**src/rtl/segment_box_time_clip_macros.svh**
```systemverilog
// Assertion macros shared by the segment box time clip RTL.
`ifndef SEGMENT_BOX_TIME_CLIP_MACROS_SVH
`define SEGMENT_BOX_TIME_CLIP_MACROS_SVH
`ifndef SYNTHESIS
`define SBTC_ASSERT(lbl, clk, rst, ante, cons) \
   lbl: assert property (@(posedge clk) disable iff (rst) (ante) |-> (cons)) \
      else $error("assertion failed");
`define SBTC_ASSERT_NEXT(lbl, clk, rst, ante, cons) \
   lbl: assert property (@(posedge clk) disable iff (rst) (ante) |=> (cons)) \
      else $error("assertion failed");
`else
`define SBTC_ASSERT(lbl, clk, rst, ante, cons)
`define SBTC_ASSERT_NEXT(lbl, clk, rst, ante, cons)
`endif
`endif

```
**src/rtl/sbtc_pkg.sv**
```systemverilog
// Package: types and constants of the segment box time clip.
package sbtc_pkg;

   localparam int CoordWidth = 32;
   localparam int FracBits   = 16;
   localparam int DiffWidth  = CoordWidth + 3;
   localparam int CsrIdxW    = 3;

   typedef enum logic [CsrIdxW-1:0] {
      CSR_BOX_X_MIN   = 3'd0,
      CSR_BOX_X_MAX   = 3'd1,
      CSR_BOX_Y_MIN   = 3'd2,
      CSR_BOX_Y_MAX   = 3'd3,
      CSR_GROW_RADIUS = 3'd4
   } csr_index_type;

   typedef struct packed {
      logic signed [CoordWidth-1:0] start_x;
      logic signed [CoordWidth-1:0] start_y;
      logic signed [CoordWidth-1:0] end_x;
      logic signed [CoordWidth-1:0] end_y;
      logic signed [CoordWidth-1:0] start_time;
      logic signed [CoordWidth-1:0] end_time;
   } req_type;

   typedef struct packed {
      logic                         active;
      logic signed [CoordWidth-1:0] enter_at;
      logic signed [CoordWidth-1:0] leave_at;
   } rsp_type;

   // per-side flags that travel with the quotient
   typedef struct packed {
      logic p_zero;
      logic q_neg;
   } side_flag_type;

endpackage

```
**src/rtl/sbtc_frac_div.sv**
```systemverilog
// Pipelined fraction divider: saturated q/p with one quotient bit per stage.
module sbtc_frac_div #(
   parameter int FRAC_BITS = sbtc_pkg::FracBits
) (
   input  logic                               clock,
   input  logic signed [sbtc_pkg::DiffWidth-1:0] p_in,
   input  logic signed [sbtc_pkg::DiffWidth-1:0] q_in,
   output logic signed [FRAC_BITS+2:0]        u_out,
   output sbtc_pkg::side_flag_type            flag_out
);
   localparam int DW = sbtc_pkg::DiffWidth;
   localparam int RW = DW + 1;
   localparam int QW = FRAC_BITS + 1;
   localparam int NS = FRAC_BITS + 2;

   logic [DW-1:0] ap_ff  [NS];
   logic [RW-1:0] r_ff   [NS];
   logic [QW-1:0] quo_ff [NS];
   logic          neg_ff [NS];
   logic          sat_ff [NS];
   sbtc_pkg::side_flag_type flag_ff [NS];

   logic [DW-1:0] aq_in, ap_in;
   logic [FRAC_BITS+1:0] mag;

   // take magnitudes and flag quotients of two or more
   always_comb begin
      aq_in = q_in[DW-1] ? DW'(-q_in) : DW'(q_in);
      ap_in = p_in[DW-1] ? DW'(-p_in) : DW'(p_in);
   end

   always_ff @(posedge clock) begin
      ap_ff[0]          <= ap_in;
      r_ff[0]           <= {1'b0, aq_in};
      quo_ff[0]         <= '0;
      neg_ff[0]         <= q_in[DW-1] != p_in[DW-1];
      sat_ff[0]         <= {1'b0, aq_in} >= {ap_in, 1'b0};
      flag_ff[0].p_zero <= p_in == '0;
      flag_ff[0].q_neg  <= q_in[DW-1];
   end

   // restoring steps: integer bit first, then the fraction bits
   for (genvar k = 0; k < NS - 1; k++) begin : g_step
      logic [RW-1:0] rr;
      logic          ge;
      always_comb begin
         if (k == 0) begin
            rr = r_ff[k];
         end else begin
            rr = {r_ff[k][RW-2:0], 1'b0};
         end
         ge = rr >= {1'b0, ap_ff[k]};
      end
      always_ff @(posedge clock) begin
         ap_ff[k+1]   <= ap_ff[k];
         r_ff[k+1]    <= ge ? (rr - {1'b0, ap_ff[k]}) : rr;
         quo_ff[k+1]  <= {quo_ff[k][QW-2:0], ge};
         neg_ff[k+1]  <= neg_ff[k];
         sat_ff[k+1]  <= sat_ff[k];
         flag_ff[k+1] <= flag_ff[k];
      end
   end

   // saturate at two and apply the sign
   always_comb begin
      mag   = sat_ff[NS-1] ? (FRAC_BITS+2)'(1) << (FRAC_BITS + 1)
                           : {1'b0, quo_ff[NS-1]};
      u_out = neg_ff[NS-1] ? -$signed({1'b0, mag}) : $signed({1'b0, mag});
      flag_out = flag_ff[NS-1];
   end

endmodule

```
**config.mk**
```make
export PLATFORM = sky130hd
export DESIGN_NAME = sbtc_frac_div
export DESIGN_NICKNAME = d
export VERILOG_FILES = /design/src/rtl/segment_box_time_clip_macros.svh /design/src/rtl/sbtc_pkg.sv /design/src/rtl/sbtc_frac_div.sv
export SDC_FILE = /design/constraint.sdc
export NUM_CORES = 2
export LEC_CHECK = 0
export BUFFER_PORTS_ARGS = -buffer_cell sky130_fd_sc_hd__clkbuf_2
export CAP_MARGIN = 20
export CORE_ASPECT_RATIO = 0.8
export CORE_MARGIN = 2
export CORE_UTILIZATION = 65
export CTS_CLUSTER_SIZE = 24
export DETAILED_ROUTE_END_ITERATION = 7
export PLACE_DENSITY = 0.82
export RECOVER_POWER = 50
export SKIP_LAST_GASP = 1
export SLEW_MARGIN = 20
export SYNTH_ARGS = -nofsm -noshare
export SYNTH_HDL_FRONTEND = slang
export SYNTH_SLANG_ARGS = --single-unit
```
**constraint.sdc**
```tcl
create_clock -name clock -period 9.99 [get_ports clock]
set_input_delay 0.999 -clock clock [delete_from_list [all_inputs] [get_ports clock]]
set_output_delay 0.999 -clock clock [all_outputs]
set_load 0.005 [all_outputs]
```
Word level (Yosys, flattened, before mapping)
Memories as Yosys holds them, arrays and structs flattened.
Index checks and enable logic that the tools add are counted.
{ "word_totals": {"ff_bits": 0, "mem_bits_rw": 1656, "in_bits": 71, "output_inout_bits": 21, "mem_count": 6} }
{ "classes": {"addsub": 20, "n_lt_le_gt_ge": 18, "eq_ne": 1, "muxes": 21, "reduce_logical": 1} }
{ "mem_list": {"columns": ["memory", "words", "width", "read_ports", "rd_ports_with_merged_regs", "wr", "line", "source"], "rows": [
  ["r_ff", 18, 36, 17, 0, 18, "sbtc_frac_div.sv:17", "logic [RW-1:0] r_ff [NS];"],
  ["ap_ff", 18, 35, 17, 0, 18, "sbtc_frac_div.sv:16", "logic [DW-1:0] ap_ff [NS];"],
  ["quo_ff", 18, 17, 18, 0, 18, "sbtc_frac_div.sv:18", "logic [QW-1:0] quo_ff [NS];"],
  ["flag_ff", 18, 2, 18, 0, 18, "sbtc_frac_div.sv:21", "sbtc_pkg::side_flag_type flag_ff [NS];"],
  ["neg_ff", 18, 1, 18, 0, 18, "sbtc_frac_div.sv:19", "logic neg_ff [NS];"],
  ["sat_ff", 18, 1, 18, 0, 18, "sbtc_frac_div.sv:20", "logic sat_ff [NS];"]
]} }
{ "op_table": {"columns": ["cell", "n"], "rows": [
  ["$ge 36x35->1", 17],
  ["$mux 36", 17],
  ["$sub 36x35->36", 17],
  ["$mux 35", 2],
  ["$neg 35->35", 2],
  ["$ge 35x36->1", 1],
  ["$logic_not 35->1", 1],
  ["$mux 19", 1],
  ["$neg 18->19", 1],
  ["$mux 18", 1],
  ["$ne 1x1->1", 1]
]} }

Longest topological paths before layout
An unclocked memory read counts as a cell.
{ "depth": {"depth_word": 4, "mapped_depth": 19, "depth_no_buf": 19} }

Worst setup path after synthesis
OpenSTA, ideal clock, no wires.
{ "synth_timing": {"kind": "input to register", "from": "input port q_in[3] (netlist bit)", "to": "memory sat_ff[0]", "setup_time_ns": 0.134, "arrival_time_ns": 4.354, "slack_ns": 5.502, "stages": 17, "path_cell_list": "or3_4 > nor2_1 > nand3_1 > or3_1 > or4_4 > or3_4 > nor2_1 > nand2_1 > o31ai_2 > xnor2_1 > ha_1 > a21o_1 > a211oi_1 > nand2_1 > nor4bb_1 > a211o_1 > a31oi_1"} }
{ "synth_lines": {"columns": ["item", "line", "source"], "rows": [
  ["from (decl)", "sbtc_frac_div.sv:7", "input logic signed [sbtc_pkg::DiffWidth-1:0] q_in,"],
  ["to (decl)", "sbtc_frac_div.sv:20", null]
]} }

==> flow_summary.toml <==
[run_status]
status = "complete, no violations"

[die]
rows = 106
die_x_um = 368
initial_core_util_pct = 65.7
die_y_um = 295
coreArea_um2 = 105000
io_pins = 92
dieArea_um2 = 109000

[power]
total_leakage_power_uw = 0.0348
total_power_uw = 29700
vdd_drop_max_uv = 280
power_density_nw_per_um2 = 395

[job]
cap_violations = 0

[synth]
synth_nets = 8261
ys.flop_type = "dfxtp_1"
syn-cell-area_um2 = 68900
ys_seq_area_share_pct = 41.1
syn_inst = 7543
synthSimpleGateAreaFrac_pct = 11.7
synth_common_cells = "dfxtp_1 (1415), inv_1 (757), a21oi_1 (673)"
synth_fa_ha_area_share_pct = 11.9
synth-edff-count = 0
synth_top_family_by_area = "compound AO/OA/AOI/OAI gates"
synth-warning-count = 0
synth_cell_types = 96
synth.area.mux_share_pct = 4.11
yosys.area.top_type = "dfxtp_1"
yosysMostFrequentCell = "dfxtp_1"
synth_compound_area_share_pct = 18.8
async_reset_ff_share_pct = 0
ys_ff_latch = 1415
syn-mean-instance-area_um2 = 9.13
synth-xor-area-share_pct = 7.05
synth_top_area_share_pct = 41.1
ys_top_cells_by_area = "dfxtp_1 (41%), ha_1 (11%), a21oi_1 (4.9%)"

[sta]
drv_slew = 0
skew_ns = 0.0461
tns_ns = 0
min_period_ns = 4.88
setup_viol = 0
period_share_pct = 48.8
relSlewSlack_pct = 13.3
hold_viol = 0
fmax_mhz = 205
tightest_slew_ns = 1.29
rsz0062_at_grt = "no"
hold_ws_ns = 0.316

[cells_and_area]
fillers = 7770
final_cells = 9098
multi_input_area_um2 = 37000
syn2layout_area_growth_pct = 9.13
register_area_um2 = 28300
nets = 8310
drive_gt1_share_pct = 8.35

[worst_setup_path]
reg2reg_depth = 13
max_stage_delay_ns = 0.95
startpoint_type = "flip-flop"
r2r_slack_ns = 5.49
crit_fanout = 29
slowest_stage = "dfxtp_1"
critPathLaunch = "sat_ff[17]"
crit_top_cell = "o21ai_0"
path_class = "flip-flop to output pin"
reg2reg_to = "r_ff[6][11]"
crit_chain = "nand2b_1, ha_1, o21ai_0, o21bai_1, o21ai_0, nor3b_1, a211oi_1, clkbuf_2"
worst_r2r_startpoint = "r_ff[5][0]"
arrival_ns = 3.88
cp-end-kind = "output pin"
cp-endpoint = "u_out[12]"
worstPathRequired_ns = 8.99

[cts]
clkTransAtPathRegs_ns = 0.07
cts_root_buf = "clkbuf_16"
post_cts_buffers = 0
cts_tree = "done"
cts.htree.levels = 4
cts.repair.resized = 0
cts_buffers = 138
hold_buffers = 0
clock_latency_ns = 0.82
clkSinkCount = 1415
cts.path.max_buffers = 3

[detailed_routing]
dr_total_vias = 54400
drtPass1Iterations = 6
wl_met2_um = 72800
wl_um = 175000
drt-met1-wl_um = 84000
highest_layer = "met5"
via_per_inst = 5.98
met3_length_um = 15000
wl_per_cell_um = 19.3
ant_nets = 0
drcViolationCount = 0
drt_iter0_markers = 5079

[global_routing]
grt_start_max_net_pins = 66
grt_pass1_wl_um = 280000
antenna_found_initial = 3
grtUsageTotal_pct = 31.9
grt_overflow = 0
grt_pass1_vias = 51700

[worst_hold_path]
hold_path_class = "flip-flop to flip-flop"

[placed_design]
place_inst = 8856
gp_congestion = 0.952
dp_hpwl_um = 133000
numPortBuffers = 91
-- worst max-delay path, delay by kind of cell (launching register included) --
family | cells | cell delay (ns)
adder cells (fa/ha/maj) | 1 | 0.20
AND/OR/NAND/NOR | 2 | 0.35
buffers and inverters | 1 | 0.22
AO/OA/AOI/OAI | 4 | 1.30
flip-flops | 1 | 0.95
-- where the power goes --
group | internal (µW) | switching (µW)
clock network | 2960 | 2350
registers | 7580 | 1190
logic | 6790 | 8790
-- final cells by class --
cell class                      count  share of cell area, %
Clock inverter                     59                   1.19
Multi-Input combinational cell   5169                   49.2
Sequential cell                  1415                   37.7
Timing Repair Buffer              110                  0.792
Inverter                          758                   3.79
Clock buffer                      181                   5.02
Antenna cell                        2                0.00666
Tap cell                         1404                   2.34
-- state kept, by name, indices dropped and copies added, names as in the netlist --
name and count:
ap_ff 595, r_ff 595, quo_ff 153, flag_ff 36, neg_ff 18, sat_ff 18
-- kinds of logic after synthesis --
logic type | after synthesis
AO/OA/AOI/OAI | 2036
AND/OR/NAND/NOR | 1680
flip-flops | 1415
buffers and inverters | 959
adder cells (fa/ha/maj) | 647
XOR/XNOR | 554
multiplexers | 252
-- metal layers --
metal	up-vias	global-route usage (%)
li1	26400	-
met1	25800	47.1
met2	1959	47.5
met3	259	6.62
met4	2	7.50
met5	-	0
-- how the worst min path moves through the flow --
stage / end / slack, ns / depth (start not counted) / from
floorplan: flag_ff[10][0] / 0.31 / 0 / flag_ff[9][0]
global placement: sat_ff[9] / 0.31 / 0 / sat_ff[8]
detailed placement: neg_ff[7] / 0.31 / 0 / neg_ff[6]
CTS: ap_ff[0][0] / 0.30 / 1 / p_in[0]
global route: quo_ff[5][1] / 0.31 / 0 / quo_ff[4][0]
finish: ap_ff[3][17] / 0.32 / 0 / ap_ff[2][17]
-- layout by cell type (no fill, tap or decap), types with 138 or more instances in the layout --
| master | instances |
|---|---|
| a21o_1 | 349 |
| a21oi_1 | 671 |
| clkbuf_16 | 138 |
| dfxtp_1 | 1415 |
| ha_1 | 631 |
| inv_1 | 757 |
| mux2_2 | 245 |
| nand2_1 | 430 |
| nor2_1 | 506 |
| o21ai_0 | 389 |
| xnor2_1 | 331 |
| xor2_1 | 223 |
-- through the flow --
step | worst slack (ns) | cell area [µm²] | utilization [%]
6_report | 5.11 | 75200 | 71.7
5_1_grt | 5.02 | 75200 | 71.7
4_1_cts | 5.28 | 75100 | 71.7
3_5_place_dp | 4.68 | 70500 | 67.3
3_3_place_gp | 4.75 | 70500 | 67.2
2_1_floorplan | 5.50 | 68900 | -
No activity file was read; power rests on OpenSTA's default activity.
