### src/rtl/segment_box_time_clip_macros.svh
// Assertion macros shared by the segment box time clip RTL.
`ifndef SEGMENT_BOX_TIME_CLIP_MACROS_SVH
`define SEGMENT_BOX_TIME_CLIP_MACROS_SVH
`ifndef SYNTHESIS
`define SBTC_ASSERT(lbl, clk, rst, ante, cons) \
   lbl: assert property (@(posedge clk) disable iff (rst) (ante) |-> (cons)) \
      else $error("assertion failed");
`define SBTC_ASSERT_NEXT(lbl, clk, rst, ante, cons) \
   lbl: assert property (@(posedge clk) disable iff (rst) (ante) |=> (cons)) \
      else $error("assertion failed");
`else
`define SBTC_ASSERT(lbl, clk, rst, ante, cons)
`define SBTC_ASSERT_NEXT(lbl, clk, rst, ante, cons)
`endif
`endif

### src/rtl/sbtc_pkg.sv
// Package: types and constants of the segment box time clip.
package sbtc_pkg;

   localparam int CoordWidth = 32;
   localparam int FracBits   = 16;
   localparam int DiffWidth  = CoordWidth + 3;
   localparam int CsrIdxW    = 3;

   typedef enum logic [CsrIdxW-1:0] {
      CSR_BOX_X_MIN   = 3'd0,
      CSR_BOX_X_MAX   = 3'd1,
      CSR_BOX_Y_MIN   = 3'd2,
      CSR_BOX_Y_MAX   = 3'd3,
      CSR_GROW_RADIUS = 3'd4
   } csr_index_type;

   typedef struct packed {
      logic signed [CoordWidth-1:0] start_x;
      logic signed [CoordWidth-1:0] start_y;
      logic signed [CoordWidth-1:0] end_x;
      logic signed [CoordWidth-1:0] end_y;
      logic signed [CoordWidth-1:0] start_time;
      logic signed [CoordWidth-1:0] end_time;
   } req_type;

   typedef struct packed {
      logic                         active;
      logic signed [CoordWidth-1:0] enter_at;
      logic signed [CoordWidth-1:0] leave_at;
   } rsp_type;

   // per-side flags that travel with the quotient
   typedef struct packed {
      logic p_zero;
      logic q_neg;
   } side_flag_type;

endpackage

### src/rtl/sbtc_clip_eval.sv
// Clip evaluation: run the four side tests in order and register the interval.
module sbtc_clip_eval #(
   parameter int FRAC_BITS = sbtc_pkg::FracBits
) (
   input  logic                        clock,
   input  logic signed [FRAC_BITS+2:0] u_in     [4],
   input  sbtc_pkg::side_flag_type     flag_in  [4],
   input  logic                        p_neg_in [4],
   output logic                        ok_out,
   output logic        [FRAC_BITS:0]   lo_out,
   output logic        [FRAC_BITS:0]   hi_out
);
   localparam int UW = FRAC_BITS + 3;

   logic signed [UW-1:0] lo, hi;
   logic                 ok_in;
   logic [FRAC_BITS:0]   lo_in, hi_in;
   logic                 ok_ff;
   logic [FRAC_BITS:0]   lo_ff, hi_ff;

   // narrow [lo,hi]: a side with negative p raises lo, one with positive p lowers hi
   always_comb begin
      lo    = '0;
      hi    = UW'(1) <<< FRAC_BITS;
      ok_in = 1'b1;
      for (int i = 0; i < 4; i++) begin
         if (ok_in) begin
            if (flag_in[i].p_zero) begin
               // parallel to this side: drop the segment when it starts outside
               if (flag_in[i].q_neg) ok_in = 1'b0;
            end else if (p_neg_in[i]) begin
               if (u_in[i] > hi) ok_in = 1'b0;
               else if (u_in[i] > lo) lo = u_in[i];
            end else begin
               if (u_in[i] < lo) ok_in = 1'b0;
               else if (u_in[i] < hi) hi = u_in[i];
            end
         end
      end
      if (hi < lo) ok_in = 1'b0;
      lo_in = lo[FRAC_BITS:0];
      hi_in = hi[FRAC_BITS:0];
   end

   always_ff @(posedge clock) begin
      ok_ff <= ok_in;
      lo_ff <= lo_in;
      hi_ff <= hi_in;
   end

   assign ok_out = ok_ff;
   assign lo_out = lo_ff;
   assign hi_out = hi_ff;

endmodule

### config.mk
export PLATFORM = sky130hd
export DESIGN_NAME = sbtc_clip_eval
export DESIGN_NICKNAME = d
export VERILOG_FILES = /design/src/rtl/segment_box_time_clip_macros.svh /design/src/rtl/sbtc_pkg.sv /design/src/rtl/sbtc_clip_eval.sv
export SDC_FILE = /design/constraint.sdc
export NUM_CORES = 1
export LEC_CHECK = 0
export ABC_AREA = 1
export BUFFER_PORTS_ARGS = -buffer_cell sky130_fd_sc_hd__buf_2
export CAP_MARGIN = 20
export CORE_ASPECT_RATIO = 1.25
export CORE_MARGIN = 1.5
export CORE_UTILIZATION = 60
export DETAILED_ROUTE_END_ITERATION = 10
export MAX_ROUTING_LAYER = met4
export PLACE_DENSITY_LB_ADDON = 0.3
export SYNTH_ARGS = -nofsm -noshare
export SYNTH_HDL_FRONTEND = slang
export SYNTH_SLANG_ARGS = --single-unit
export TNS_END_PERCENT = 20
### constraint.sdc
create_clock -name clock -period 17.7 [get_ports clock]
set_input_delay 5.31 -clock clock [delete_from_list [all_inputs] [get_ports clock]]
set_output_delay 5.31 -clock clock [all_outputs]
set_load 0.03 [all_outputs]
Yosys cells after proc, flatten, opt, wreduce, memory -nomap -nowiden:

Cells that the tools add are included.

* flip-flop bits (word level): 35
* latch bits: 0
* bits in writable memories: 0
* memory bits (read-only): 0
* word-level logic and storage cells: 82
* memories kept: 0

* reductions and logical operators: 1
* bitwise gates (word level): 1
* divide/modulo/power cells: 0
* add/subtract/negate cells: 0
* shift operators: 0
* multiplexer cells: 60
* magnitude comparators: 17
* $mul: 0
* equality and inequality tests: 0

Operator list (number)
* 2-to-1 mux 19 bit: 38
* < comparator 19 bit: 7
* > comparator 19 bit: 6
* 2-to-1 mux 1 bit: 22
* > comparator 19 x 1 -> 1 bit, second input constant: 1
* > comparator 19 x 18 -> 1 bit, second input constant: 1
* < comparator 19 x 1 -> 1 bit, second input constant: 1
* < comparator 19 x 18 -> 1 bit, second input constant: 1
* OR reduction 2 bit: 1
* NOT 1 bit: 1

Longest topological paths before layout:

Gate-level depths: netlist of the first run.

* depth in word-level cells: 25
* mapped depth: 71

Least setup slack after synthesis of the first run:

No wires, ideal clock.

* path kind: input -> register
* start: input u_in[74] (netlist name)
* end: register ok_ff (netlist: ok_out)
* data required time: 17.585 ns
* setup slack: 4.362 ns
* stages on the path: 61
* library setup time: 0.115 ns
* arrival time: 13.223 ns
* cells stage by stage: or2_1 > nor2_1 > nand2_1 > clkinv_1 > clkbuf_1 > clkbuf_1 > nand2_1 > ha_1 > a21oi_1 > o21ai_0 > a41oi_1 > o221ai_1 > nand2_1 > o211ai_1 > a21oi_1 > o2111ai_1 > ha_1 > nand2_1 > [... 25 more ...] > nand2_1 > nand3_1 > nand2_1 > nand2_1 > nand2_1 > nor2_1 > nand3_4 > buf_2 > mux2_2 > ha_1 > a21oi_1 > nor2_1 > a211oi_1 > o221ai_1 > a21oi_1 > nand3_1 > nand2_1 > nor2_1

* cells in the longest elaborated chain, start to end: 25

Ends and longest elaborated chain
* start, declared: line sbtc_clip_eval.sv:6 `input logic signed [FRAC_BITS+2:0] u_in [4],`
* < comparator 19 x 18 -> 1 bit: line sbtc_clip_eval.sv:36 `else if (u_in[i] < hi) hi = u_in[i];`
* 2-to-1 mux 19 bit: line sbtc_clip_eval.sv:36
* 2-to-1 mux 19 bit: line sbtc_clip_eval.sv:35 `if (u_in[i] < lo) ok_in = 1'b0;`
* 2-to-1 mux 19 bit: line sbtc_clip_eval.sv:31 `end else if (p_neg_in[i]) begin`
* 2-to-1 mux 19 bit: line sbtc_clip_eval.sv:28 `if (flag_in[i].p_zero) begin`
* < comparator 19 bit: line sbtc_clip_eval.sv:36
* 2-to-1 mux 19 bit: line sbtc_clip_eval.sv:36
* 2-to-1 mux 19 bit: line sbtc_clip_eval.sv:35
* [... 10 more ...]
* 2-to-1 mux 19 bit: line sbtc_clip_eval.sv:36
* 2-to-1 mux 19 bit: line sbtc_clip_eval.sv:35
* 2-to-1 mux 19 bit: line sbtc_clip_eval.sv:31
* 2-to-1 mux 19 bit: line sbtc_clip_eval.sv:28
* 2-to-1 mux 19 bit (*): line sbtc_clip_eval.sv:27 `if (ok_in) begin`
* via hi[4]: line sbtc_clip_eval.sv:15 `logic signed [UW-1:0] lo, hi;`
* < comparator 19 bit (*): line sbtc_clip_eval.sv:40 `if (hi < lo) ok_in = 1'b0;`
* OR reduction 2 bit (no source line) (*)
* end signal, assigned: line sbtc_clip_eval.sv:46 `ok_ff <= ok_in;`
* end, declared: line sbtc_clip_eval.sv:18 `logic ok_ff;`

The timed path passes the listed nets; every way through them passes the cells marked *.
A chain may end at the register's enable or synchronous reset.

Final worst setup path of the first run:

* start: input u_in[75] (netlist name)
* end: register ok_ff (netlist: ok_out)

* cells in the longest elaborated chain, start to end: 25

Ends and longest elaborated chain
* > comparator 19 x 1 -> 1 bit: line sbtc_clip_eval.sv:33 `else if (u_in[i] > lo) lo = u_in[i];`
* 2-to-1 mux 19 bit: line sbtc_clip_eval.sv:33
* 2-to-1 mux 19 bit: line sbtc_clip_eval.sv:32 `if (u_in[i] > hi) ok_in = 1'b0;`
* 2-to-1 mux 19 bit: line sbtc_clip_eval.sv:31
* 2-to-1 mux 19 bit: line sbtc_clip_eval.sv:28
* > comparator 19 bit: line sbtc_clip_eval.sv:33
* 2-to-1 mux 19 bit: line sbtc_clip_eval.sv:33
* 2-to-1 mux 19 bit: line sbtc_clip_eval.sv:32
* [... 10 more ...]
* 2-to-1 mux 19 bit: line sbtc_clip_eval.sv:33
* 2-to-1 mux 19 bit: line sbtc_clip_eval.sv:32
* 2-to-1 mux 19 bit: line sbtc_clip_eval.sv:31
* 2-to-1 mux 19 bit: line sbtc_clip_eval.sv:28
* 2-to-1 mux 19 bit (*): line sbtc_clip_eval.sv:27
* via lo[16]: line sbtc_clip_eval.sv:15
* < comparator 19 bit (*): line sbtc_clip_eval.sv:40
* OR reduction 2 bit (no source line) (*)

Marks and branches as above.

==> metrics.txt, run 1 <==
# TYPE chip_impl_metric gauge
chip_impl_metric{name="vias",unit=""} 6621
chip_impl_metric{name="worst-endpoint-required",unit="ns"} 17.88
chip_impl_metric{name="die_y",unit="um"} 115.1
chip_impl_metric{name="asyncSetResetFlopFracSynth",unit="%"} 0
chip_impl_metric{name="grt.overflow.total",unit=""} 0
chip_impl_metric{name="holdPathStages",unit=""} 3
chip_impl_info{name="worst-setup-path-type",value="in2reg"} 1
chip_impl_metric{name="area.growth.synth_to_final",unit="%"} 13.46
chip_impl_metric{name="synth_area",unit="mm^2"} 0.006031
chip_impl_metric{name="antennaDiodeCount",unit=""} 0
chip_impl_metric{name="synthAdderAreaFrac",unit="%"} 27.39
chip_impl_metric{name="min_period",unit="ns"} 14.85
chip_impl_info{name="worst_hold_startpoint",value="u_in[4]"} 1
chip_impl_metric{name="post-route-drc-count",unit=""} 0
chip_impl_metric{name="yosys_register_bits",unit=""} 35
chip_impl_metric{name="slew_viol_final",unit=""} 0
chip_impl_metric{name="synth-edff-count",unit=""} 0
chip_impl_metric{name="share_of_cell_area_taken_by_muxes_after_synthesis",unit="%"} 1.826
chip_impl_metric{name="gp_congestion",unit=""} 0.9777
chip_impl_info{name="start_point_of_the_critical_path",value="u_in[75]"} 1
chip_impl_metric{name="number_of_antenna_violations_at_the_first_check_in_global_routing",unit=""} 0
chip_impl_metric{name="vdd_drop_max",unit="mV"} 0.02889
chip_impl_metric{name="ctsLongestPathBuffers",unit=""} 2
chip_impl_metric{name="core-area",unit="mm^2"} 0.009709
chip_impl_info{name="rsz0062_at_grt",value="false"} 1
chip_impl_metric{name="top_level_ports",unit=""} 124
chip_impl_metric{name="power_leakage",unit="nW"} 3.807
chip_impl_metric{name="route.antenna.remaining_nets",unit=""} 0
chip_impl_info{name="path_common_cell",value="nand2_1"} 1
chip_impl_info{name="result_of_the_run",value="finished, final reports clean"} 1
chip_impl_metric{name="sequential_cell_area",unit="um^2"} 700.7
chip_impl_info{name="cts_root_buf",value="clkbuf_16"} 1
chip_impl_metric{name="chip_width",unit="um"} 92.67
chip_impl_metric{name="simple_gate_share_of_the_synthesized_area",unit="%"} 33.40
chip_impl_metric{name="max_freq",unit="MHz"} 67.35
chip_impl_metric{name="slew_headroom",unit="%"} 53.74
chip_impl_metric{name="row_count",unit=""} 40
chip_impl_metric{name="yosys_warnings",unit=""} 0
chip_impl_metric{name="htreeDepth",unit=""} 2
chip_impl_metric{name="floorplan.die_area",unit="mm^2"} 0.01067
chip_impl_metric{name="worst-slew-pin-transition",unit="ns"} 0.6897
chip_impl_metric{name="numCtsBuffers",unit=""} 5
chip_impl_metric{name="filler_cell_count",unit=""} 922
chip_impl_metric{name="critical-path-max-stage-delay",unit="ns"} 0.55
chip_impl_info{name="cp-start-kind",value="primary input"} 1
chip_impl_metric{name="floorplan.initialDensity",unit="%"} 62.11
chip_impl_info{name="worst_min_delay_path_class",value="in2reg"} 1
chip_impl_metric{name="buffer_ports.inserted",unit=""} 123
chip_impl_metric{name="synth.lib_cells_used.distinct",unit=""} 47
chip_impl_metric{name="timing.final.hold_violations",unit=""} 0
chip_impl_metric{name="first_global_vias",unit=""} 6169
chip_impl_metric{name="per_cell_routed_wire_length",unit="um"} 14.07
chip_impl_metric{name="drive_above_1_share",unit="%"} 17.09
chip_impl_metric{name="setup_bufs_post_cts",unit=""} 0
chip_impl_metric{name="track_usage",unit="%"} 32.58
chip_impl_info{name="critical_path.endpoint_type",value="register"} 1
chip_impl_metric{name="power_per_cell_area",unit="mW/mm^2"} 46.65
chip_impl_metric{name="arrival",unit="ns"} 15.02
chip_impl_metric{name="synth_xor_area_share",unit="%"} 0
chip_impl_metric{name="yosysSeqAreaShare",unit="%"} 11.62
chip_impl_metric{name="final_min_period_over_clock_period",unit="%"} 83.89
chip_impl_metric{name="post_cts.resized_instances",unit=""} 0
chip_impl_metric{name="largest_net_degree_at_the_start_of_global_routing",unit=""} 38
chip_impl_metric{name="placedCellCount",unit=""} 1177
chip_impl_info{name="synth_ff_type",value="dfxtp_1"} 1
chip_impl_info{name="synth_top_family_by_area",value="simple AND/OR/NAND/NOR gates"} 1
chip_impl_metric{name="routed_wl",unit="um"} 16670
chip_impl_metric{name="timing.critical_path.fanout_max",unit=""} 26
chip_impl_metric{name="viasPerCell",unit=""} 5.587
chip_impl_metric{name="syn_area_per_cell",unit="um^2"} 6.375
chip_impl_metric{name="postSynthCellCount",unit=""} 946
chip_impl_metric{name="final_nets",unit=""} 1279
chip_impl_metric{name="stdcell_count",unit=""} 1185
chip_impl_metric{name="drt_pre_antenna_iters",unit=""} 7
chip_impl_info{name="critPathSlowestCell",value="clkinv_1"} 1
chip_impl_metric{name="finalSetupViolCount",unit=""} 0
chip_impl_metric{name="multi_input_area",unit="mm^2"} 0.004726
chip_impl_metric{name="setup_total_negative_slack",unit="ns"} 0
chip_impl_metric{name="clock_sinks",unit=""} 35
chip_impl_metric{name="clkTransAtPathRegs",unit="ns"} 0.05
chip_impl_metric{name="place_hpwl",unit="um"} 14490
chip_impl_metric{name="hold_buffers",unit=""} 0
chip_impl_info{name="tritoncts",value="yes"} 1
chip_impl_metric{name="cap_viol_max_count",unit=""} 0
chip_impl_metric{name="synth-compound-area-share",unit="%"} 15.56
chip_impl_metric{name="grt_pass1_wl",unit="um"} 27010
chip_impl_metric{name="initialDrtViolationCount",unit=""} 326
## flip-flops by register name (all words and copies together), names as in the netlist
name / cells
hi_out: 17
lo_out: 17
ok_out: 1
## logic make-up after synthesis
logic type / count (synthesis)
and+or+nand+nor: 443
AOI/OAI and AO/OA: 171
buffers and inverters: 154
adders and majority gates: 132
DFF: 35
muxes: 10
other: 1
## path summary, 6_finish.rpt
kind / slack, ns / end
max: 2.85 / ok_out
min: 5.34 / lo_out[4]
## synthesized netlist by cell type, types with 4 or more instances
master,n,area (um^2)
buf_2,13,65.06
nor2_1,60,225.2
ha_1,132,1652
nor3_1,6,30.03
nand4_1,15,93.84
nand3_4,4,70.07
nand2_1,270,1013
dfxtp_1,35,700.7
o21ai_2,8,70.07
nand3_2,4,40.04
a21oi_1,54,270.3
o21ai_1,40,200.2
nand3_1,55,275.3
inv_2,5,18.77
nand2_4,5,56.30
nand2_2,9,56.30
inv_1,127,476.7
o21ai_0,51,255.2
mux2_2,8,90.09
a21o_1,4,30.03
## routing by layer
| layer | share of wire, % | up-vias | GRT usage, % |
|---|---|---|---|
| met1 | 40 | 2909 | 34.53 |
| met3 | 5.5 | 72 | 2.315 |
| met4 | 5.4 | 0 | 20.51 |
| li1 | - | 3364 | - |
| met5 | 0 | - | - |
| met2 | 49 | 276 | 58.48 |
## metrics by stage
stage | util [%] | power, W | instance area, um^2 | setup slack [ns] | hold WS [ns]
floorplan | - | 0.0001884 | 6038 | 4.362 | 5.447
global placement | 69.06 | 0.0002313 | 6705 | 3.127 | 5.614
detailed placement | 69.06 | 0.0002359 | 6705 | 2.807 | 5.619
CTS | 70.48 | 0.0003179 | 6843 | 3.095 | 5.335
global route | 70.48 | 0.0003420 | 6843 | 1.989 | 5.354
finish | 70.48 | 0.0003192 | 6843 | 2.852 | 5.339
## layout by cell type, fill, tap and decap left out, types with 2 or more instances in the layout
master       n
inv_1      127
nand3_4      4
and2_1       2
ha_1       132
o21ai_0     51
a211oi_1     2
nor3b_1      2
dfxtp_1     35
nor2_4       3
o21ai_1     40
nor3_1       6
nand3_2      4
o21a_1       2
nor2_8       2
a21o_1       4
clkbuf_1     2
nand3_1     55
nand4_1     15
a41oi_1      2
o221ai_1     3
nand2_4      5
conb_1       3
nor2_1      60
buf_2      123
o21ai_2      8
inv_2        5
mux2i_1      2
nand2_1    270
nand2_2      9
clkbuf_16    5
a21oi_1     54
mux2_2       8
## worst max-delay path: cells and delay by family
family,cells,cell delay (ns)
compound gates,11,1.48
fa+ha+maj,5,1.53
buf+inv,7,1.57
simple gates,34,5.11
## area by class of cell
| cell class | instances | area share (%) |
|---|---|---|
| Clock buffer | 7 | 1.938 |
| Clock inverter | 1 | 0.07314 |
| Inverter | 134 | 7.387 |
| Multi-Input combinational cell | 759 | 69.06 |
| Sequential cell | 35 | 10.24 |
| Tap cell | 126 | 2.304 |
| Timing Repair Buffer | 123 | 8.996 |
## where the power goes
group          switching (W)  leakage [nW]  internal (W)
clock network      0.0000310        0.0679     0.0000519
logic              0.0000970          3.45     0.0000537
registers         0.00000121         0.285     0.0000844
No activity file was read; power rests on OpenSTA's default activity.
==> run 2, diff against run 1 <==
ABC_AREA = 0   (was 1)
CORE_UTILIZATION = 51   (was 60)
clock period = 13 ns   (was 17.7 ns; I/O delays follow)
==> run 2 against run 1 <==
  * The flow now finishes with violations (setup timing)
  * Utilization grew 9.0 points
  * Global-route usage rose by 6.0 points
  * Combinational power is 54% higher
  * Non-clock buffer count increased by 213
  * Cell count increased by 0.51%
  * Total power grew 44%
  * Cell area grew 23%
  * Wire length grew 32%
  * Count of clock-buffer cells in the layout decreased by 2
  * Worst setup slack got worse by 3.8 ns
  * Die area increased by 8.6%
  * Area after synthesis is 7.4% lower
  * Largest cell class unchanged
  * Largest power group unchanged
==> metrics.txt, run 2 <==
# TYPE chip_impl_metric gauge
chip_impl_info{name="cp-start-kind",value="primary input"} 1
chip_impl_metric{name="antennaDiodeCount",unit=""} 0
chip_impl_info{name="tritoncts",value="yes"} 1
chip_impl_info{name="mostFrequentLayoutCell",value="buf_4"} 1
chip_impl_metric{name="drt_pre_antenna_iters",unit=""} 5
chip_impl_metric{name="initialDrtViolationCount",unit=""} 436
chip_impl_metric{name="synthAdderAreaFrac",unit="%"} 29.59
chip_impl_metric{name="buffer_ports.inserted",unit=""} 123
chip_impl_metric{name="numCtsBuffers",unit=""} 5
chip_impl_info{name="synth_ff_type",value="dfxtp_1"} 1
chip_impl_metric{name="row_count",unit=""} 42
chip_impl_metric{name="htreeDepth",unit=""} 2
chip_impl_metric{name="synth_xor_area_share",unit="%"} 0.1569
chip_impl_info{name="commonest_non_fill_non_tap_cells_in_the_layout",value="buf_4, ha_1, buf_2, nand2_1, nor2_1"} 1
chip_impl_info{name="critical_path.endpoint_type",value="register"} 1
chip_impl_metric{name="clockPowerShare",unit="%"} 24.6
chip_impl_metric{name="layout_setup_ws",unit="ns"} -0.9228
chip_impl_metric{name="share_of_cell_area_taken_by_muxes_after_synthesis",unit="%"} 8.855
chip_impl_info{name="top_cells_by_area_in_the_synthesized_netlist",value="ha_1, dfxtp_1, nand2_1, a21oi_1, a21o_1"} 1
chip_impl_metric{name="largest_net_degree_at_the_start_of_global_routing",unit=""} 18
chip_impl_metric{name="vdd_drop_max",unit="mV"} 0.1035
chip_impl_metric{name="routed_wl",unit="um"} 21980
chip_impl_metric{name="power_leakage",unit="nW"} 4.023
chip_impl_metric{name="yosys_register_bits",unit=""} 35
chip_impl_metric{name="final_min_period_over_clock_period",unit="%"} 107.1
chip_impl_metric{name="area.growth.synth_to_final",unit="%"} 51.22
chip_impl_metric{name="holdPathStages",unit=""} 3
chip_impl_info{name="post-synth-top-count-cell",value="ha_1"} 1
chip_impl_metric{name="ctsLongestPathBuffers",unit=""} 2
chip_impl_metric{name="worst-slew-pin-transition",unit="ns"} 0.5103
chip_impl_metric{name="die_y",unit="um"} 120.0
chip_impl_metric{name="netlist.area_leader.share",unit="%"} 29.59
chip_impl_info{name="synth_top_cells_by_count",value="ha_1, nand2_1, nor2_1, a21oi_1, inv_1"} 1
chip_impl_metric{name="power.share.sequential",unit="%"} 25.0
chip_impl_metric{name="cap_viol_max_count",unit=""} 0
chip_impl_metric{name="power_per_cell_area",unit="mW/mm^2"} 54.56
chip_impl_metric{name="number_of_antenna_violations_at_the_first_check_in_global_routing",unit=""} 0
chip_impl_metric{name="report.power.total",unit="W"} 0.0004605
chip_impl_metric{name="yosysSeqAreaShare",unit="%"} 12.55
chip_impl_metric{name="finalSetupViolCount",unit=""} 1
chip_impl_metric{name="postSynthCellCount",unit=""} 733
chip_impl_info{name="yosys.area.top_type",value="ha_1"} 1
chip_impl_metric{name="max_freq",unit="MHz"} 71.82
chip_impl_info{name="timing.critical_path.to",value="ok_out"} 1
chip_impl_metric{name="chip_width",unit="um"} 96.57
chip_impl_info{name="cts_root_buf",value="clkbuf_16"} 1
chip_impl_metric{name="route.antenna.remaining_nets",unit=""} 0
chip_impl_info{name="path_common_cell",value="a21o_1"} 1
chip_impl_metric{name="track_usage",unit="%"} 38.53
chip_impl_metric{name="slew_headroom",unit="%"} 65.69
chip_impl_info{name="start_point_of_the_critical_path",value="u_in[74]"} 1
chip_impl_metric{name="intPower",unit="W"} 0.0002870
chip_impl_metric{name="clock_sinks",unit=""} 35
chip_impl_metric{name="asyncSetResetFlopFracSynth",unit="%"} 0
chip_impl_metric{name="stdcell_count",unit=""} 1191
chip_impl_metric{name="post-route-drc-count",unit=""} 0
chip_impl_metric{name="final_nets",unit=""} 1281
chip_impl_metric{name="timing.final.hold_violations",unit=""} 0
chip_impl_info{name="worst-setup-path-type",value="in2reg"} 1
chip_impl_metric{name="power.switching_fraction",unit="%"} 37.68
chip_impl_metric{name="worst-endpoint-required",unit="ns"} 13.23
chip_impl_metric{name="first_global_vias",unit=""} 7260
chip_impl_metric{name="yosys_warnings",unit=""} 0
chip_impl_metric{name="floorplan.initialDensity",unit="%"} 52.58
chip_impl_metric{name="slew_viol_final",unit=""} 0
chip_impl_metric{name="hold-worst-slack",unit="ns"} 3.862
chip_impl_info{name="result_of_the_run",value="finished with violations"} 1
chip_impl_metric{name="grt.overflow.total",unit=""} 0
chip_impl_metric{name="simple_gate_share_of_the_synthesized_area",unit="%"} 20.74
chip_impl_info{name="critPathSlowestCell",value="or4_4"} 1
chip_impl_metric{name="placedCellCount",unit=""} 1165
chip_impl_metric{name="vias",unit=""} 7152
chip_impl_info{name="worst_hold_startpoint",value="u_in[0]"} 1
chip_impl_metric{name="timing.critical_path.fanout_max",unit=""} 16
chip_impl_metric{name="design_area",unit="mm^2"} 0.008441
chip_impl_metric{name="grt_pass1_wl",unit="um"} 33770
chip_impl_metric{name="per_cell_routed_wire_length",unit="um"} 18.45
chip_impl_metric{name="power.combinational.fraction",unit="%"} 50.5
chip_impl_metric{name="place_hpwl",unit="um"} 17000
chip_impl_metric{name="postLayoutCoreUtil",unit="%"} 79.51
chip_impl_info{name="synth_top_family_by_area",value="adder cells"} 1
chip_impl_metric{name="synth-compound-area-share",unit="%"} 23.34
chip_impl_info{name="worst_min_delay_path_class",value="in2reg"} 1
chip_impl_metric{name="power.net_switching",unit="W"} 0.0001735
chip_impl_metric{name="gp_congestion",unit=""} 0.9691
chip_impl_metric{name="min_period",unit="ns"} 13.92
chip_impl_metric{name="synth_area",unit="mm^2"} 0.005582
chip_impl_metric{name="synth.lib_cells_used.distinct",unit=""} 57
chip_impl_metric{name="clkTransAtPathRegs",unit="ns"} 0.05
chip_impl_metric{name="syn_area_per_cell",unit="um^2"} 7.615
chip_impl_metric{name="core-area",unit="mm^2"} 0.01062
chip_impl_metric{name="drive_above_1_share",unit="%"} 39.94
chip_impl_metric{name="top_level_ports",unit=""} 124
chip_impl_metric{name="arrival",unit="ns"} 14.15
chip_impl_metric{name="critical-path-max-stage-delay",unit="ns"} 0.56
chip_impl_metric{name="synth-edff-count",unit=""} 0
chip_impl_metric{name="dpl-instance-area",unit="mm^2"} 0.007890
chip_impl_info{name="failed_checks",value="setup timing"} 1
chip_impl_info{name="rsz0062_at_grt",value="true"} 1
chip_impl_metric{name="viasPerCell",unit=""} 6.005
chip_impl_metric{name="floorplan.die_area",unit="mm^2"} 0.01159
-- run 2: cell count changes after synthesis, moves of 9 or more --
cell / change
nand3_1: -35
nand2_2: -9
mux2i_1: +20
a211oi_1: +12
a21o_1: +31
inv_1: -79
a21oi_1: +10
o21ai_1: -40
buf_2: -10
clkbuf_1: +16
mux2_2: +15
nand2_1: -182
-- run 2: worst min path at each step --
stage	to	slack, ns
5_1_grt	lo_out[0]	3.91
3_5_place_dp	hi_out[0]	4.15
6_report	hi_out[0]	3.86
4_1_cts	hi_out[0]	3.87
3_3_place_gp	hi_out[0]	4.14
2_1_floorplan	hi_out[0]	4.01
-- run 2: through the flow --
stage / worst slack (ns) / TNS, ns
2_1_floorplan: -0.5202 / -0.5202
6_report: -0.9228 / -0.9228
5_1_grt: -1.327 / -1.327
3_3_place_gp: -1.059 / -1.059
4_1_cts: -0.6078 / -0.6078
3_5_place_dp: -1.347 / -1.347
-- run 2: critical path: cells and delay by family --
kind / cells / cell delay (ns)
mux: 2 / 0.61
fa+ha+maj: 5 / 1.51
buf+inv: 7 / 0.98
simple gates: 14 / 2.65
compound gates: 24 / 4.45
-- run 2: power by group through the flow --
stage	clock network (W)	logic (W)	registers, W
floorplan	0	0.0000992	0.000129
global placement	0	0.000199	0.000117
detailed placement	0	0.000209	0.000117
CTS	0.000114	0.000218	0.000115
global route	0.000117	0.000251	0.000115
finish	0.000113	0.000233	0.000115
-- run 2: final cells by class --
cell class,count,area (um^2)
Fill cell,712,2175
Timing Repair Buffer,336,2263
Clock inverter,1,7.507
Inverter,48,180.2
Tap cell,132,165.2
Clock buffer,5,125.1
Multi-Input combinational cell,634,4999
Sequential cell,35,700.7
-- run 2: logic make-up (layout without fill, tap and decap cells) --
group,count (synthesis),in the layout
xor gates and xnor gates,1,1
adders and majority gates,132,132
buffers and inverters,69,390
other,1,3
DFF,35,35
and+or+nand+nor,246,249
AOI/OAI and AO/OA,203,203
muxes,46,46
-- run 2: what timing repair did --
| item | 4_1_cts | 5_1_grt |
|---|---|---|
| setup buffers | 9 | 6 |
| endpoints found under the setup margin | 1 | 1 |
| hold endpoints to repair | 0 | 0 |
| hold buffers | 0 | 0 |
| gates resized for setup | 26 | 29 |
| gates cloned | 4 | 1 |
| pin swaps | 16 | 23 |
-- run 2: routing by layer --
| metal | share of wire, % | GRT usage [%] |
|---|---|---|
| met1 | 39 | 42.02 |
| met2 | 50 | 65.17 |
| met3 | 5.4 | 5.006 |
| met4 | 5.4 | 23.10 |
| met5 | 0 | - |
